File: config.mk
export PLATFORM = sky130hd
export DESIGN_NAME = cts_queue
export DESIGN_NICKNAME = d
export VERILOG_FILES = /design/src/hw/rtl/cts_pkg.sv /design/src/hw/rtl/cts_queue.sv
export SDC_FILE = /design/constraint.sdc
export NUM_CORES = 1
export LEC_CHECK = 0
export BUFFER_PORTS_ARGS = -buffer_cell sky130_fd_sc_hd__buf_2
export CAP_MARGIN = 25
export CELL_PAD_IN_SITES_DETAIL_PLACEMENT = 1
export CELL_PAD_IN_SITES_GLOBAL_PLACEMENT = 1
export CORE_ASPECT_RATIO = 2
export CORE_MARGIN = 2
export CORE_UTILIZATION = 54
export DETAILED_ROUTE_END_ITERATION = 10
export GPL_TIMING_DRIVEN = 0
export PLACE_DENSITY = 0.95
export SYNTH_ARGS = -nofsm -noshare
export SYNTH_HDL_FRONTEND = slang
export SYNTH_SLANG_ARGS = --single-unit
File: constraint.sdc
create_clock -name clk -period 11.95 [get_ports clk]
set_input_delay 0 -clock clk [delete_from_list [all_inputs] [get_ports clk]]
set_output_delay 0 -clock clk [all_outputs]
set_load 0.05 [all_outputs]
File: src/hw/rtl/cts_pkg.sv
// Types and constants shared by the trigram simhash modules.
`default_nettype none

package cts_pkg;

    // Saturation bound for the codepoint count and the bit counters.
    localparam int MAX_CODEPOINTS   = 1048576;
    localparam int FINGERPRINT_BITS = 64;

    // Fixed field widths.
    localparam int CP_W    = 21;
    localparam int TOTAL_W = 21;

    // Running count wide enough to hold the bound itself.
    localparam int SEEN_W = $clog2(MAX_CODEPOINTS + 1);

    // Signed counter wide enough for plus and minus the bound.
    localparam int CNT_W = $clog2(MAX_CODEPOINTS) + 2;

    // Short queue between the hash pipeline and the counter bank.
    localparam int QUEUE_DEPTH = 4;
    localparam int QPTR_W      = $clog2(QUEUE_DEPTH);

    // One classified word handed from the front to the back.
    typedef struct packed {
        logic [FINGERPRINT_BITS-1:0] hash;
        logic                        window;
        logic                        last;
        logic                        enough;
        logic [TOTAL_W-1:0]          total;
    } word_t;

endpackage

`default_nettype wire

File: src/hw/rtl/cts_queue.sv
// Short first-in first-out queue of classified words.
`default_nettype none

module cts_queue
    import cts_pkg::*;
(
    input  wire logic  clk,
    input  wire logic  rst_n,
    input  wire logic  push,
    input  wire word_t push_word,
    output logic       full,
    output logic       empty,
    input  wire logic  pop,
    output word_t      pop_word
);

    word_t             store_reg [QUEUE_DEPTH];
    logic [QPTR_W-1:0] wr_ptr_reg;
    logic [QPTR_W-1:0] wr_ptr_next;
    logic [QPTR_W-1:0] rd_ptr_reg;
    logic [QPTR_W-1:0] rd_ptr_next;
    logic [QPTR_W:0]   count_reg;
    logic [QPTR_W:0]   count_next;
    logic              do_push;
    logic              do_pop;

    assign full     = (count_reg == (QPTR_W+1)'(QUEUE_DEPTH));
    assign empty    = (count_reg == '0);
    assign do_push  = push && !full;
    assign do_pop   = pop && !empty;
    assign pop_word = store_reg[rd_ptr_reg];

    // Advance pointers with wrap at the depth.
    always_comb
    begin
        wr_ptr_next = wr_ptr_reg;
        rd_ptr_next = rd_ptr_reg;
        count_next  = count_reg;
        if (do_push)
        begin
            wr_ptr_next = (wr_ptr_reg == QPTR_W'(QUEUE_DEPTH - 1)) ? '0
                                                                  : wr_ptr_reg + 1'b1;
        end
        if (do_pop)
        begin
            rd_ptr_next = (rd_ptr_reg == QPTR_W'(QUEUE_DEPTH - 1)) ? '0
                                                                  : rd_ptr_reg + 1'b1;
        end
        if (do_push && !do_pop)
        begin
            count_next = count_reg + 1'b1;
        end
        else if (do_pop && !do_push)
        begin
            count_next = count_reg - 1'b1;
        end
    end

    // Hold pointers and fill level.
    always_ff @(posedge clk or negedge rst_n)
    begin
        if (!rst_n)
        begin
            wr_ptr_reg <= '0;
            rd_ptr_reg <= '0;
            count_reg  <= '0;
        end
        else
        begin
            wr_ptr_reg <= wr_ptr_next;
            rd_ptr_reg <= rd_ptr_next;
            count_reg  <= count_next;
        end
    end

    // Write the incoming word.
    always_ff @(posedge clk)
    begin
        if (do_push)
        begin
            store_reg[wr_ptr_reg] <= push_word;
        end
    end

endmodule

`default_nettype wire

### After elaboration in Yosys (flattened, before gate mapping)

Memories as Yosys holds them, arrays and structs flattened.
Index checks and enable logic that the tools add are counted.

| word-level totals | value |
|---|---|
| memories | 1 |
| output and inout bits | 90 |
| input port bits | 92 |
| memory bits (writable) | 352 |
| flip-flop bits (word level) | 7 |
| logic and storage cells | 27 |

| operators by class | value |
|---|---|
| add/subtract/negate cells | 4 |
| reduce and logical (&&, ||, !) cells | 10 |
| multiplexer cells | 6 |
| eq/ne operators | 3 |

Memories:

| memory | depth | bits a word | rd ports | clocked after memory_dff | wr ports | line | RTL |
|---|---|---|---|---|---|---|---|
| store_reg | 4 | 88 | 1 | 0 | 1 | cts_queue.sv:17 | `word_t store_reg [QUEUE_DEPTH];` |

Operator list:

| cell | count |
|---|---|
| $mux 3 | 2 |
| $add 2x1->2 const B | 2 |
| $eq 2x2->1 const B | 2 |
| $logic_and 1x1->1 | 4 |
| $logic_not 1->1 | 4 |
| $mux 2 | 2 |
| $add 3x1->3 const B | 1 |
| $eq 3x3->1 const B | 1 |
| $logic_not 3->1 | 1 |
| $sub 3x1->3 const B | 1 |
| $mux 1 | 2 |
| $reduce_bool 2->1 | 1 |

### Longest topological paths before layout

| logic depth | value |
|---|---|
| word-level depth | 7 |
| depth in mapped cells | 8 |
| gate-level depth less buffers | 8 |

### Least setup slack after synthesis

No wires, ideal clock.

| path | value |
|---|---|
| path kind | reg-to-reg |
| start | reg count_reg[2] |
| end | mem store_reg[3][0] in the netlist's numbering, enable pin |
| arrival time | 4.351 ns |
| buffers on the path | 0 |
| clock period less this slack | 4.888 ns |
| library setup time | 0.537 ns |
| path slack | 7.062 ns |
| stages on the path, launching flop included | 3 |
| required time | 11.413 ns |
| cells stage by stage | dfrtp_1 -> nor3b_4 -> nor2_1 |

| on the way | value |
|---|---|
| cells in the longest elaborated chain, start to end | 5 |

Ends and longest elaborated chain:

| item | line | RTL |
|---|---|---|
| start, declared | cts_queue.sv:22 | `logic [QPTR_W:0] count_reg;` |
| start signal, assigned | cts_queue.sv:72 | `count_reg <= count_next;` |
| $eq 3x3->1 | cts_queue.sv:27 | `assign full = (count_reg == (QPTR_W+1)'(QUEUE_DEPTH));` |
| net full | cts_queue.sv:11 | `output logic full,` |
| $logic_not 1->1 | cts_queue.sv:29 | `assign do_push = push && !full;` |
| $logic_and 1x1->1 | cts_queue.sv:29 |  |
| $mux 1 | cts_queue.sv:79 | `if (do_push)` |
| $mux 1 (not written as such) | cts_queue.sv:81 | `store_reg[wr_ptr_reg] <= push_word;` |
| end, declared | cts_queue.sv:17 |  |

The timed path passes the listed nets, and every way through them passes these cells.

==> out/results.txt <==
Core Footprint -> 24320 um^2
Largest net degree at the start of global routing -> 56
P_leak -> 5.766 nW
Initial Util -> 0.5447
Reg2reg setup slack -> 9.69 ns
CP arrival -> 2.35 ns
Total congestion overflow -> 0
Clk slew on worst S/H paths -> 0.07 ns
Routed WL -> 31.26 mm
Avg Cell Area, Syn -> 26.66 um^2
Worst EP required -> 11.95 ns
Std-Cell Rows -> 81
Crit Path Category -> register to output port
First-pass GRT wire length -> 45.99 mm
Final setup fails -> 0
Number of max-cap violations -> 0
Worst Skew -> 0.02001 ns
Mapped cell area -> 13250 um^2
All-Layer GR Usage -> 0.2456
R2r startpoint -> count_reg[0]
CP endpoint kind -> output port
Initial antenna violation count -> 5
Seq/Total Area, Yosys -> 0.8111
Min-delay worst type -> primary input to register
Syn Inst Count -> 497
Fill cells -> 1928
Layout Utilization -> 0.6822
Depth of the worst register-to-register path -> 7
Inserted Clock Buffers -> 29
End of the worst hold path -> store_reg[2][81]
Antenna Nets Post-Route -> 0
Status -> finished clean
RSZ-0062 raised after global routing -> no
Startpoint Class -> register
Syn-to-layout area delta -> 25.25%
Final period util -> 0.1965
Post-synth top area share -> 0.7979
Clock sink count -> 359
Fmax -> 425.8 MHz
Setup bufs post-CTS -> 0
Via count -> 6425
Slowest library cell on the worst path -> dfrtp_1
Die Ht -> 225.5 um
Critical path cell sequence -> buf_2, buf_2, buf_4, mux4_2, buf_2
Reg-to-reg endpoint -> count_reg[2]
Pre-antenna DRT Iters -> 5
I/O pin cnt -> 182
CTS Root Cell -> clkbuf_16
Largest cells by area after synthesis -> edfxtp_1 80%, mux4_2 15%, dfrtp_1 1.3%
Placer Congestion -> 0.7423
Hold path startpoint -> push_word[81]
Worst-margin pin slew -> 0.5957 ns
Vias in the first global route -> 7375
Via/cell ratio -> 5.716
Yosys warns -> 0
Post_cts resized -> 0
Slew HR -> 0.6028
Primary FF master, synth -> edfxtp_1
Bufs on Longest Clock Path -> 3
Final-report hold violation count -> 0
Max stage delay on crit path -> 0.36 ns
Post-synth EDFFs -> 352
Avg WL per Cell -> 27.81 um
Yosys cell types -> 23
Crit path from -> rd_ptr_reg[1]
Most used cell, CP -> buf_2
Setup tns final -> 0 ns
Max FFs per register -> 352
Hold Path Depth -> 2
Asr flop ratio synth -> 0.01950
TritonCTS clock tree -> built
Synthesis-stage register bit count -> 359
Initial DRC count -> 426
Final slew viol count -> 0
Port-buffer cells -> 181
Die area -> 25880 um^2
Syn Nets -> 596
CTS H-tree depth -> 1
Die width -> 114.8 um
Worst-path maximum fanout -> 10
Post-layout min period -> 2.349 ns
Clock Latency Late Sink -> 0.56 ns
Dpl hpwl -> 19.07 mm
Nets@finish -> 906
VDD IR-drop max -> 263.9 uV
# DRC -> 0
Yosys top cell by area -> edfxtp_1
Layout cells sized above 1 -> 0.4258
Hold-fix buffers, CTS -> 92
Pwr dens -> 279.1 nW/um^2
## power by group
part           switching, mW  leakage [nW]  internal, mW  total [mW]
clock network          0.437         0.479         0.556       0.993
registers             0.0850          3.31          1.66        1.75
logic                   1.29          1.98         0.599        1.89
total                   1.81          5.77          2.82        4.63
## per-stage QoR
| stage | total power [mW] | area [um^2] | instances | hold slack (ns) | setup WS [ns] |
|---|---|---|---|---|---|
| 4_1_cts | 4.640 | 16580 | 1119 | 0.1612 | 9.575 |
| 3_3_place_gp | 3.550 | 14520 | 968 | -0.1636 | 4.753 |
| 6_report | 4.631 | 16590 | 1124 | 0.1924 | 9.601 |
| 2_1_floorplan | 3.165 | 13250 | 497 | -0.2956 | 7.062 |
| 5_1_grt | 4.782 | 16590 | 1124 | 0.1833 | 9.508 |
| 3_5_place_dp | 3.631 | 14670 | 974 | -0.1492 | 9.728 |
## worst max path at each step
stage | endpoint | slack [ns] | depth (start not counted)
finish | pop_word[66] | 9.60 | 5
global route | pop_word[66] | 9.51 | 5
CTS | pop_word[63] | 9.58 | 5
detailed placement | count_reg[2] | 9.73 | 7
global placement | store_reg[3][13] | 4.75 | 3
floorplan | store_reg[3][0] | 7.06 | 2
## cells in the final DEF, fill, tap and decap left out, types with 4 or more instances in the layout
cell type and instances:
dlygate4sd3_1 92, clkbuf_16 29, bufinv_16 5, buf_2 190
diode_2 5, ha_1 6, buf_12 11, mux4_2 88
dfrtp_1 7, clkinv_2 7, edfxtp_1 352, clkinv_1 4
## critical path: cells and delay by family, from the launching register on
| family | cells | cell delay (ns) |
|---|---|---|
| buffers and inverters | 4 | 1.06 |
| DFF | 1 | 0.36 |
| muxes | 1 | 0.36 |
## cell usage after synthesis, types with 2 or more instances
library cell  count
nor3_1            2
mux4_2           88
and2_1            3
mux2_2            2
inv_1             3
nor2_1            3
buf_12            8
dfrtp_1           7
ha_1              6
mux2_4            2
xor2_1            2
buf_2             9
edfxtp_1        352
## cell families (layout without fill, tap and decap cells)
group | Yosys count | count (layout) | share of synthesized area
AO/OA/AOI/OAI | 2 | 2 | 0.001511
XOR/XNOR | 3 | 3 | 0.001984
adder cells (fa/ha/maj) | 7 | 7 | 0.007178
buffers and inverters | 23 | 355 | 0.01889
flip-flops | 359 | 359 | 0.8111
multiplexers | 92 | 92 | 0.1536
other | 0 | 5 | 0
AND/OR/NAND/NOR | 11 | 11 | 0.005761
## routing by layer
layer	vias up	global-route usage	routed length, um
met4	0	0.08317	911
met2	232	0.4621	18190
met3	59	0.03685	1411
li1	2769	-	-
met1	3365	0.2814	10750
met5	-	0	0
## final cells by class
cell class              count  area [um^2]  area share
clock inverters            22        251.5     0.01516
diodes                      5        12.51   0.0007541
well taps                 290        362.8     0.02187
flip-flops and latches    359        10750      0.6476
multi-input cells         115         2267      0.1366
repair buffers            279         1969      0.1187
inverters                   3        11.26   0.0006787
plain buffers              20        239.0     0.01440
clock buffers              31        733.2     0.04419
Note: power is estimated with default switching activity, not from simulation.
